### src/clt_pkg.sv
`default_nettype none
package clt_pkg;

   localparam int MAX_NESTING = 255;
   localparam int MAX_TOKENS  = 255;

   localparam logic [7:0] DEPTH_CAP = (MAX_NESTING > 255) ? 8'd255 : 8'(MAX_NESTING);
   localparam logic [7:0] INDEX_CAP = (MAX_TOKENS - 1 > 255) ? 8'd255 : 8'(MAX_TOKENS - 1);

   localparam logic [7:0] COMMENT_RESET = 8'd35;

   localparam logic [7:0] CH_NUL    = 8'd0;
   localparam logic [7:0] CH_NL     = 8'd10;
   localparam logic [7:0] CH_SPACE  = 8'd32;
   localparam logic [7:0] CH_QUOTE  = 8'd39;
   localparam logic [7:0] CH_OPEN   = 8'd40;
   localparam logic [7:0] CH_CLOSE  = 8'd41;
   localparam logic [7:0] CH_BSLASH = 8'd92;

   localparam int QUEUE_DEPTH = 2;
   localparam int QPTR_W      = (QUEUE_DEPTH > 1) ? $clog2(QUEUE_DEPTH) : 1;
   localparam int QCNT_W      = $clog2(QUEUE_DEPTH + 1);

   typedef enum logic [1:0] {
      KIND_CHAR  = 2'd0,
      KIND_BOUND = 2'd1,
      KIND_LINE  = 2'd2
   } kind_type;

   typedef enum logic [1:0] {
      ST_OK      = 2'd0,
      ST_EMPTY   = 2'd1,
      ST_BRACKET = 2'd2,
      ST_QUOTE   = 2'd3
   } status_type;

   typedef enum logic [2:0] {
      CLS_EOL,
      CLS_COMMENT,
      CLS_QUOTE,
      CLS_BSLASH,
      CLS_OPEN,
      CLS_CLOSE,
      CLS_SPACE,
      CLS_OTHER
   } cls_type;

   typedef struct packed {
      cls_type    cls;
      logic       lit;   // raw byte is quote or backslash (escapable)
      logic [7:0] data;
   } entry_type;

endpackage
`default_nettype wire

### src/clt_req_if.sv
`default_nettype none
interface clt_req_if;
   logic       valid;
   logic       ready;
   logic [7:0] line_byte;

   modport source (output valid, output line_byte, input ready);
   modport sink (input valid, input line_byte, output ready);
endinterface
`default_nettype wire

### src/clt_rsp_if.sv
`default_nettype none
interface clt_rsp_if;
   logic       valid;
   logic       ready;
   logic [1:0] kind;
   logic [7:0] token_char;
   logic [7:0] token_index;
   logic [1:0] line_status;

   modport source (output valid, output kind, output token_char, output token_index,
                   output line_status, input ready);
   modport sink (input valid, input kind, input token_char, input token_index,
                 input line_status, output ready);
endinterface
`default_nettype wire

### src/clt_csr_if.sv
`default_nettype none
interface clt_csr_if;
   logic       valid;
   logic       ready;
   logic [7:0] comment_char;

   modport source (output valid, output comment_char, input ready);
   modport sink (input valid, input comment_char, output ready);
endinterface
`default_nettype wire

### src/command_line_tokenizer.sv
// Path: an accepted byte is written into the queue, then the back end pops it and updates
// the output register, from which any result for that byte is shown.
// Throughput: one byte per clock while out_ready holds; the two-entry queue and the output
// register let either side stall alone. The back-end state update per byte sets the rate.
// Reset: synchronous, active high; clears line state, queue and comment byte (to '#').
`default_nettype none
module command_line_tokenizer (
   input  wire logic  clock,
   input  wire logic  reset,
   clt_req_if.sink    req_bus,
   clt_rsp_if.source  rsp_bus,
   clt_csr_if.sink    csr_bus
);
   import clt_pkg::*;

   logic               push;
   logic               q_full;
   entry_type          push_entry;
   logic               pop;
   logic               q_valid;
   entry_type          head;
   logic [QCNT_W-1:0]  q_count;

   clt_front u_front (
      .clock      (clock),
      .reset      (reset),
      .in_valid   (req_bus.valid),
      .in_ready   (req_bus.ready),
      .in_byte    (req_bus.line_byte),
      .cfg_valid  (csr_bus.valid),
      .cfg_ready  (csr_bus.ready),
      .cfg_data   (csr_bus.comment_char),
      .push       (push),
      .q_full     (q_full),
      .push_entry (push_entry)
   );

   clt_queue u_queue (
      .clock      (clock),
      .reset      (reset),
      .push       (push),
      .push_entry (push_entry),
      .full       (q_full),
      .pop        (pop),
      .q_valid    (q_valid),
      .head       (head),
      .count      (q_count)
   );

   clt_back u_back (
      .clock      (clock),
      .reset      (reset),
      .q_valid    (q_valid),
      .head       (head),
      .pop        (pop),
      .out_valid  (rsp_bus.valid),
      .out_ready  (rsp_bus.ready),
      .out_kind   (rsp_bus.kind),
      .out_char   (rsp_bus.token_char),
      .out_index  (rsp_bus.token_index),
      .out_status (rsp_bus.line_status)
   );

   a_queue_bound: assert property (@(posedge clock) disable iff (reset)
      q_count <= QCNT_W'(QUEUE_DEPTH))
      else $error("queue count past depth");

   a_status_only_at_eol: assert property (@(posedge clock) disable iff (reset)
      rsp_bus.valid && rsp_bus.kind != KIND_LINE |-> rsp_bus.line_status == ST_OK)
      else $error("line status on non-line beat");

   a_char_only_on_char: assert property (@(posedge clock) disable iff (reset)
      rsp_bus.valid && rsp_bus.kind != KIND_CHAR |-> rsp_bus.token_char == 8'd0)
      else $error("token char on non-char beat");

   a_pop_needs_entry: assert property (@(posedge clock) disable iff (reset)
      pop |-> q_valid && (q_count != '0))
      else $error("pop from empty queue");
endmodule
`default_nettype wire

### src/clt_front.sv
`default_nettype none
module clt_front (
   input  wire logic              clock,
   input  wire logic              reset,
   input  wire logic              in_valid,
   output logic                   in_ready,
   input  wire logic [7:0]        in_byte,
   input  wire logic              cfg_valid,
   output logic                   cfg_ready,
   input  wire logic [7:0]        cfg_data,
   output logic                   push,
   input  wire logic              q_full,
   output clt_pkg::entry_type     push_entry
);
   import clt_pkg::*;

   logic [7:0] comment_ff;
   logic [7:0] comment_in;

   assign cfg_ready  = 1'b1;
   assign comment_in = (cfg_valid) ? cfg_data : comment_ff;

   always_ff @(posedge clock) begin
      if (reset) begin
         comment_ff <= COMMENT_RESET;
      end else begin
         comment_ff <= comment_in;
      end
   end

   assign in_ready = !q_full;
   assign push     = in_valid && !q_full;

   // comment byte outranks every class but end of line
   always_comb begin
      push_entry.data = in_byte;
      push_entry.lit  = (in_byte == CH_QUOTE) || (in_byte == CH_BSLASH);
      priority if (in_byte == CH_NL || in_byte == CH_NUL) begin
         push_entry.cls = CLS_EOL;
      end else if (in_byte == comment_ff) begin
         push_entry.cls = CLS_COMMENT;
      end else if (in_byte == CH_QUOTE) begin
         push_entry.cls = CLS_QUOTE;
      end else if (in_byte == CH_BSLASH) begin
         push_entry.cls = CLS_BSLASH;
      end else if (in_byte == CH_OPEN) begin
         push_entry.cls = CLS_OPEN;
      end else if (in_byte == CH_CLOSE) begin
         push_entry.cls = CLS_CLOSE;
      end else if (in_byte == CH_SPACE) begin
         push_entry.cls = CLS_SPACE;
      end else begin
         push_entry.cls = CLS_OTHER;
      end
   end
endmodule
`default_nettype wire

### src/clt_queue.sv
`default_nettype none
module clt_queue (
   input  wire logic                    clock,
   input  wire logic                    reset,
   input  wire logic                    push,
   input  wire clt_pkg::entry_type      push_entry,
   output logic                         full,
   input  wire logic                    pop,
   output logic                         q_valid,
   output clt_pkg::entry_type           head,
   output logic [clt_pkg::QCNT_W-1:0]   count
);
   import clt_pkg::*;

   entry_type          mem_ff [QUEUE_DEPTH];
   logic [QPTR_W-1:0]  wr_ff, wr_in;
   logic [QPTR_W-1:0]  rd_ff, rd_in;
   logic [QCNT_W-1:0]  cnt_ff, cnt_in;

   function automatic logic [QPTR_W-1:0] ptr_next(input logic [QPTR_W-1:0] p);
      if (p == QPTR_W'(QUEUE_DEPTH - 1)) begin
         return '0;
      end
      return p + 1'b1;
   endfunction

   assign full    = (cnt_ff == QCNT_W'(QUEUE_DEPTH));
   assign q_valid = (cnt_ff != '0);
   assign head    = mem_ff[rd_ff];
   assign count   = cnt_ff;

   always_comb begin
      wr_in  = push ? ptr_next(wr_ff) : wr_ff;
      rd_in  = pop ? ptr_next(rd_ff) : rd_ff;
      cnt_in = cnt_ff + QCNT_W'(push) - QCNT_W'(pop);
   end

   always_ff @(posedge clock) begin
      if (reset) begin
         wr_ff  <= '0;
         rd_ff  <= '0;
         cnt_ff <= '0;
      end else begin
         wr_ff  <= wr_in;
         rd_ff  <= rd_in;
         cnt_ff <= cnt_in;
      end
   end

   always_ff @(posedge clock) begin
      if (push) begin
         mem_ff[wr_ff] <= push_entry;
      end
   end
endmodule
`default_nettype wire

### src/clt_back.sv
`default_nettype none
module clt_back (
   input  wire logic                clock,
   input  wire logic                reset,
   input  wire logic                q_valid,
   input  wire clt_pkg::entry_type  head,
   output logic                     pop,
   output logic                     out_valid,
   input  wire logic                out_ready,
   output logic [1:0]               out_kind,
   output logic [7:0]               out_char,
   output logic [7:0]               out_index,
   output logic [1:0]               out_status
);
   import clt_pkg::*;

   logic       quote_ff, quote_in;
   logic       esc_ff, esc_in;
   logic [7:0] depth_ff, depth_in;
   logic [7:0] tcount_ff, tcount_in;
   logic       nonempty_ff, nonempty_in;
   logic       skip_ff, skip_in;
   logic       ovalid_ff, ovalid_in;

   kind_type   okind_ff, okind_in;
   logic [7:0] ochar_ff, ochar_in;
   logic [7:0] oidx_ff, oidx_in;
   status_type ostat_ff, ostat_in;

   logic       do_emit, do_bound, do_finish;
   status_type fin_status, cur_status;

   assign pop = q_valid && (!ovalid_ff || out_ready);

   always_comb begin
      if (depth_ff != '0) begin
         cur_status = ST_BRACKET;
      end else if (quote_ff) begin
         cur_status = ST_QUOTE;
      end else if (tcount_ff == '0 && !nonempty_ff) begin
         cur_status = ST_EMPTY;
      end else begin
         cur_status = ST_OK;
      end
   end

   always_comb begin
      quote_in    = quote_ff;
      esc_in      = esc_ff;
      depth_in    = depth_ff;
      tcount_in   = tcount_ff;
      nonempty_in = nonempty_ff;
      skip_in     = skip_ff;
      do_emit     = 1'b0;
      do_bound    = 1'b0;
      do_finish   = 1'b0;
      fin_status  = cur_status;

      if (pop) begin
         if (skip_ff) begin
            if (head.cls == CLS_EOL) begin
               skip_in = 1'b0;
            end
         end else begin
            esc_in = 1'b0;
            if (esc_ff && head.lit) begin
               do_emit = 1'b1;
            end else begin
               unique case (head.cls)
                  CLS_EOL: begin
                     do_finish = 1'b1;
                  end
                  CLS_COMMENT: begin
                     do_finish = 1'b1;
                     skip_in   = 1'b1;
                  end
                  CLS_QUOTE: begin
                     quote_in = !quote_ff;
                  end
                  CLS_BSLASH: begin
                     esc_in = 1'b1;
                  end
                  CLS_OPEN: begin
                     if (!quote_ff && depth_ff < DEPTH_CAP) begin
                        depth_in = depth_ff + 8'd1;
                     end
                     do_emit = 1'b1;
                  end
                  CLS_CLOSE: begin
                     if (!quote_ff && depth_ff == '0) begin
                        // underflow ends the line and skips the rest
                        do_finish  = 1'b1;
                        fin_status = ST_BRACKET;
                        skip_in    = 1'b1;
                     end else begin
                        if (!quote_ff) begin
                           depth_in = depth_ff - 8'd1;
                        end
                        do_emit = 1'b1;
                     end
                  end
                  CLS_SPACE: begin
                     if (!quote_ff && depth_ff == '0) begin
                        do_bound = 1'b1;
                     end else begin
                        do_emit = 1'b1;
                     end
                  end
                  default: begin
                     do_emit = 1'b1;
                  end
               endcase
            end
         end
      end

      if (do_emit) begin
         nonempty_in = 1'b1;
      end
      if (do_bound) begin
         nonempty_in = 1'b0;
         if (tcount_ff < INDEX_CAP) begin
            tcount_in = tcount_ff + 8'd1;
         end
      end
      if (do_finish) begin
         quote_in    = 1'b0;
         esc_in      = 1'b0;
         depth_in    = '0;
         tcount_in   = '0;
         nonempty_in = 1'b0;
      end
   end

   always_comb begin
      okind_in  = okind_ff;
      ochar_in  = ochar_ff;
      oidx_in   = oidx_ff;
      ostat_in  = ostat_ff;
      ovalid_in = ovalid_ff && !out_ready;
      if (pop) begin
         ovalid_in = do_emit || do_bound || do_finish;
         oidx_in   = tcount_ff;
         ochar_in  = do_emit ? head.data : 8'd0;
         ostat_in  = do_finish ? fin_status : ST_OK;
         if (do_finish) begin
            okind_in = KIND_LINE;
         end else if (do_bound) begin
            okind_in = KIND_BOUND;
         end else begin
            okind_in = KIND_CHAR;
         end
      end
   end

   always_ff @(posedge clock) begin
      if (reset) begin
         quote_ff    <= 1'b0;
         esc_ff      <= 1'b0;
         depth_ff    <= '0;
         tcount_ff   <= '0;
         nonempty_ff <= 1'b0;
         skip_ff     <= 1'b0;
         ovalid_ff   <= 1'b0;
      end else begin
         quote_ff    <= quote_in;
         esc_ff      <= esc_in;
         depth_ff    <= depth_in;
         tcount_ff   <= tcount_in;
         nonempty_ff <= nonempty_in;
         skip_ff     <= skip_in;
         ovalid_ff   <= ovalid_in;
      end
   end

   always_ff @(posedge clock) begin
      okind_ff <= okind_in;
      ochar_ff <= ochar_in;
      oidx_ff  <= oidx_in;
      ostat_ff <= ostat_in;
   end

   assign out_valid  = ovalid_ff;
   assign out_kind   = okind_ff;
   assign out_char   = ochar_ff;
   assign out_index  = oidx_ff;
   assign out_status = ostat_ff;
endmodule
`default_nettype wire
### src/flat_wrapper.sv
// flat-port wrapper written by rule: the top's interface ports become plain ports
module command_line_tokenizer_flat import clt_pkg::*;
  (clock, reset, req_bus_valid, req_bus_line_byte, req_bus_ready, rsp_bus_valid, rsp_bus_kind, rsp_bus_token_char, rsp_bus_token_index, rsp_bus_line_status, rsp_bus_ready, csr_bus_valid, csr_bus_comment_char, csr_bus_ready);
  clt_req_if req_bus_i ();
  clt_rsp_if rsp_bus_i ();
  clt_csr_if csr_bus_i ();
  input  wire logic clock;
  input  wire logic reset;
  input wire logic [$bits(req_bus_i.valid)-1:0] req_bus_valid;
  input wire logic [$bits(req_bus_i.line_byte)-1:0] req_bus_line_byte;
  output wire logic [$bits(req_bus_i.ready)-1:0] req_bus_ready;
  output wire logic [$bits(rsp_bus_i.valid)-1:0] rsp_bus_valid;
  output wire logic [$bits(rsp_bus_i.kind)-1:0] rsp_bus_kind;
  output wire logic [$bits(rsp_bus_i.token_char)-1:0] rsp_bus_token_char;
  output wire logic [$bits(rsp_bus_i.token_index)-1:0] rsp_bus_token_index;
  output wire logic [$bits(rsp_bus_i.line_status)-1:0] rsp_bus_line_status;
  input wire logic [$bits(rsp_bus_i.ready)-1:0] rsp_bus_ready;
  input wire logic [$bits(csr_bus_i.valid)-1:0] csr_bus_valid;
  input wire logic [$bits(csr_bus_i.comment_char)-1:0] csr_bus_comment_char;
  output wire logic [$bits(csr_bus_i.ready)-1:0] csr_bus_ready;
  assign req_bus_i.valid = req_bus_valid;
  assign req_bus_i.line_byte = req_bus_line_byte;
  assign req_bus_ready = req_bus_i.ready;
  assign rsp_bus_valid = rsp_bus_i.valid;
  assign rsp_bus_kind = rsp_bus_i.kind;
  assign rsp_bus_token_char = rsp_bus_i.token_char;
  assign rsp_bus_token_index = rsp_bus_i.token_index;
  assign rsp_bus_line_status = rsp_bus_i.line_status;
  assign rsp_bus_i.ready = rsp_bus_ready;
  assign csr_bus_i.valid = csr_bus_valid;
  assign csr_bus_i.comment_char = csr_bus_comment_char;
  assign csr_bus_ready = csr_bus_i.ready;
  command_line_tokenizer u_core (.clock(clock), .reset(reset), .req_bus(req_bus_i), .rsp_bus(rsp_bus_i), .csr_bus(csr_bus_i));
endmodule
### config.mk
export PLATFORM = sky130hd
export DESIGN_NAME = command_line_tokenizer_flat
export DESIGN_NICKNAME = d
export VERILOG_FILES = /design/src/clt_pkg.sv /design/src/clt_req_if.sv /design/src/clt_rsp_if.sv /design/src/clt_csr_if.sv /design/src/command_line_tokenizer.sv /design/src/clt_front.sv /design/src/clt_queue.sv /design/src/clt_back.sv /design/src/flat_wrapper.sv
export SDC_FILE = /design/constraint.sdc
export NUM_CORES = 1
export LEC_CHECK = 0
export ABC_AREA = 1
export BUFFER_PORTS_ARGS = -buffer_cell sky130_fd_sc_hd__buf_2
export CAP_MARGIN = 40
export CORE_ASPECT_RATIO = 1.5
export CORE_UTILIZATION = 58
export CTS_BUF_LIST = sky130_fd_sc_hd__clkbuf_16
export CTS_CLUSTER_SIZE = 10
export DETAILED_ROUTE_END_ITERATION = 7
export PLACE_DENSITY = 0.79
export SLEW_MARGIN = 20
export SYNTH_ARGS = -nofsm -noshare
export SYNTH_HDL_FRONTEND = slang
export SYNTH_SLANG_ARGS = --single-unit
### constraint.sdc
create_clock -name clock -period 2.2 [get_ports clock]
set_input_delay 0 -clock clock [delete_from_list [all_inputs] [get_ports clock]]
set_output_delay 0 -clock clock [all_outputs]
set_load 0.01 [all_outputs]
==> summary.md <==
| Metric | Value |
|---|---|
| Outcome | finished clean |
| Min-delay worst type | in2reg |
| Critical Path Max Stage Delay | 0.38 ns |
| Ys async rst share | 0% |
| Total track usage | 24.6% |
| Slowest cell on crit path | dfxtp_2 |
| Post-DP HPWL | 5.73 mm |
| Ys flop type | edfxtp_1 |
| Final setup TNS | 0 ns |
| Slew headroom | 61.6% |
| Total power | 4.99 mW |
| Maximum vdd drop | 0.000853 V |
| Vias after detailed routing | 3,122 |
| Power Density | 1060 nW/um^2 |
| CTS root buf | clkbuf_16 |
| WL/cell | 14.3 um |
| Synthesized cell area | slightly below 4000 sq um |
| Worst-Skew Late Latency | between 0.3 and 0.4 ns |
| Gr ovfl total | 0 |
| Die W | 69.0 um |
| CTS sink cnt | 78 |
| Worst Clk Skew | 0.00751 ns |
| Gp weighted congestion | 0.856 |
| CTS clock-pin slew for the worst setup and hold paths | 0.06 ns |
| Area grow syn2layout | 20.4% |
| Vias/cell | 5.45 |
| FF+latch count, synth | 78 |
| Die ar. | 7080 sq um |
| Post-route ant nets | 0 |
| Final Core Density | between 70% and 80% |
| Crit share post-route | between 80% and 90% |
| Clock Path Buffers | 2 |
| Highest Clock Rate | between 0.5 and 0.6 GHz |
| Max-cap violations | 0 |
| Vias in the first global route | between 3k and 4k |
| Syn nets | 442 |
| Final Critical Period | 1.97 ns |
| # port buffers | 42 |
| Post-synthesis cell count | around 420 |
| RSZ-0062 raised after global routing | no |
| Largest net degree at the start of global routing | 25 |
| Number of core rows | 36 |
| H-tree depth | 3 |
| Worst-Margin Slew | 0.570 ns |
| Most frequent cell after synthesis | nand2_1 |
| Cell Chain, Critical Path | buf_4, nand2_4, nand2_8, nand3_4, xor2_1, inv_1, ha_1, nor2_4, nor2_4, nand3_2, nand2_1, nand2_1, nand3_1, nand2_1, inv_1 |
| Antenna diode instance count | 0 |
| Initial Util | 60.2% |
| Register area share after synthesis | 51.2% |
| Layout cells sized above 1 | 23.3% |
| Final #Nets | 518 |
| Final WL | 8.19 mm |
| Syn avg cell area | around 9.4 sq um |
| Final Max Tran Viols | 0 |
| Crit path DAT | 2.21 ns |
| Filler Cells Inserted | approximately 460 |
| Final setup vio count | 0 |
| Crit-path max FO | 10 |
| Yosys top cell area share | 33.8% |
| CP top delay family | simple AND/OR/NAND/NOR gates |
| Most frequent cells after synthesis | 77 x nand2_1, 51 x inv_1, 44 x edfxtp_1 |
| Leak Pwr | 2.02 nW |
| Initial antenna violation count | 0 |
| DRC | 0 |
| Critical Path Start Type | flip-flop |
| Iteration count of the initial detailed-routing pass | 7 |
| Synth warn | 0 |
| Synth cell types | 42 |
| Buf/Inv on CP | 3 |
| Count of final hold-check violations | 0 |
| Worst R2R Setup Slack | 0.23 ns |
| Most used cell, CP | nand2_1 |
| Crit. End Element | flip-flop |
| Synth area leaders | edfxtp_1 34%, dfxtp_1 17%, nand2_1 7.4% |
| DRT iter0 DRCs | 168 |
| Setup bufs post-CTS | 0 |
| Core Area | 6490 sq um |
| I/O pin cnt | 44 |
| Crit path kind | reg2reg |
| CTS tree | built |
| Post-synth EDFFs | 44 |
| Die Height | roughly 100 um |
| Total CTS buffers | 9 |
| Crit path required time | 2.44 ns |
| First-pass GRT wire length | 13.4 mm |
| Post-synth top area cell | edfxtp_1 |
-- kinds of logic after synthesis --
kind of cell	after synthesis	share of synthesized area [%]
AND/OR/NAND/NOR	195	27.8
flip-flops	78	51.2
buffers and inverters	65	7.40
AO/OA/AOI/OAI	58	8.71
XOR/XNOR	14	3.14
adder cells (fa/ha/maj)	5	1.60
other	1	0.0960
-- state kept, by name (all words and copies together), names as in the netlist, named ones only --
signal and cells:
u_core.u_back.out_kind 2, u_core.u_back.tcount_ff 8, u_core.u_back.out_char 8, u_core.u_back.skip_ff 1, u_core.u_back.out_index 8, u_core.u_back.quote_ff 1, u_core.u_queue.mem_ff 24, u_core.u_front.comment_ff 8
u_core.u_queue.rd_ff 1, u_core.u_queue.count 2, u_core.u_queue.wr_ff 1, u_core.u_back.depth_ff 8, u_core.u_back.esc_ff 1, u_core.u_back.out_valid 1, u_core.u_back.out_status 2, u_core.u_back.nonempty_ff 1
-- stage by stage --
step	hold slack [ns]	area, sq um	worst slack, ns	std cells
after floorplan	0.0691	3910	0.240	416
after global placement	0.212	4210	0.278	535
after detailed placement	0.216	4210	0.188	535
after CTS	0.0178	4700	0.178	573
after global routing	0.0771	4700	0.0428	573
final	0.0410	4700	0.228	573
-- power by group --
part	switching [mW]	internal [mW]
clock network	0.585	0.766
registers	0.120	1.93
logic	1.07	0.523
total	1.78	3.22
-- cells in the final DEF (no fill, tap or decap), types with 5 or more instances in the layout --
cell | Yosys | layout
inv_2 | 5 | 5
dlygate4sd3_1 | 0 | 22
inv_1 | 51 | 51
edfxtp_1 | 44 | 44
nand2_4 | 8 | 8
nor4_1 | 7 | 7
nor2_1 | 35 | 35
nor2_4 | 7 | 7
a21oi_1 | 28 | 28
buf_4 | 2 | 8
buf_2 | 0 | 42
dfxtp_1 | 34 | 33
xor2_1 | 13 | 13
nand2_1 | 77 | 77
nand3_2 | 7 | 7
nand3_1 | 23 | 23
nand4_1 | 10 | 10
o21ai_0 | 13 | 13
clkbuf_16 | 0 | 9
ha_1 | 5 | 5
nand2_2 | 5 | 5
-- layout make-up --
type	count	area [sq um]	share of cell area [%]
Multi-Input combinational cell	273	1620	34.4
Timing Repair Buffer	72	490	10.4
Clock buffer	9	225	4.79
Sequential cell	78	2000	42.6
Inverter	58	224	4.76
Tap cell	76	95.1	2.02
Clock inverter	7	50.0	1.06
-- layer usage --
layer,share of wire (%),global-route usage [%],vias to the layer above
met5,0,0,-
met4,2.6,12.6,0
met3,3.8,5.96,20
met2,57,48.8,80
met1,36,23.4,1483
li1,-,-,1539
-- tightest hold or removal path: stages --
cell and delay, ns:
buf_2 0.16, o21ai_0 0.11, nor2_1 0.07
-- repair_timing --
| item | 4_1_cts | 5_1_grt |
|---|---|---|
| hold buffers | 22 | 0 |
| hold endpoints to repair | 28 | 0 |
| resized for setup | 0 | 1 |
| endpoints found under the setup margin | 0 | 2 |
-- worst paths after layout --
kind	start	to	cells past startpoint
worst max register to register	flip-flop	u_core.u_back.depth_ff[4]	15
worst max-delay path	flip-flop	u_core.u_back.depth_ff[4]	15
worst min-delay path	csr_bus_valid	u_core.u_front.comment_ff[6]	3
worst min register to register	u_core.u_queue.rd_ff	u_core.u_queue.rd_ff	1
No activity file was read; power rests on OpenSTA's default activity.
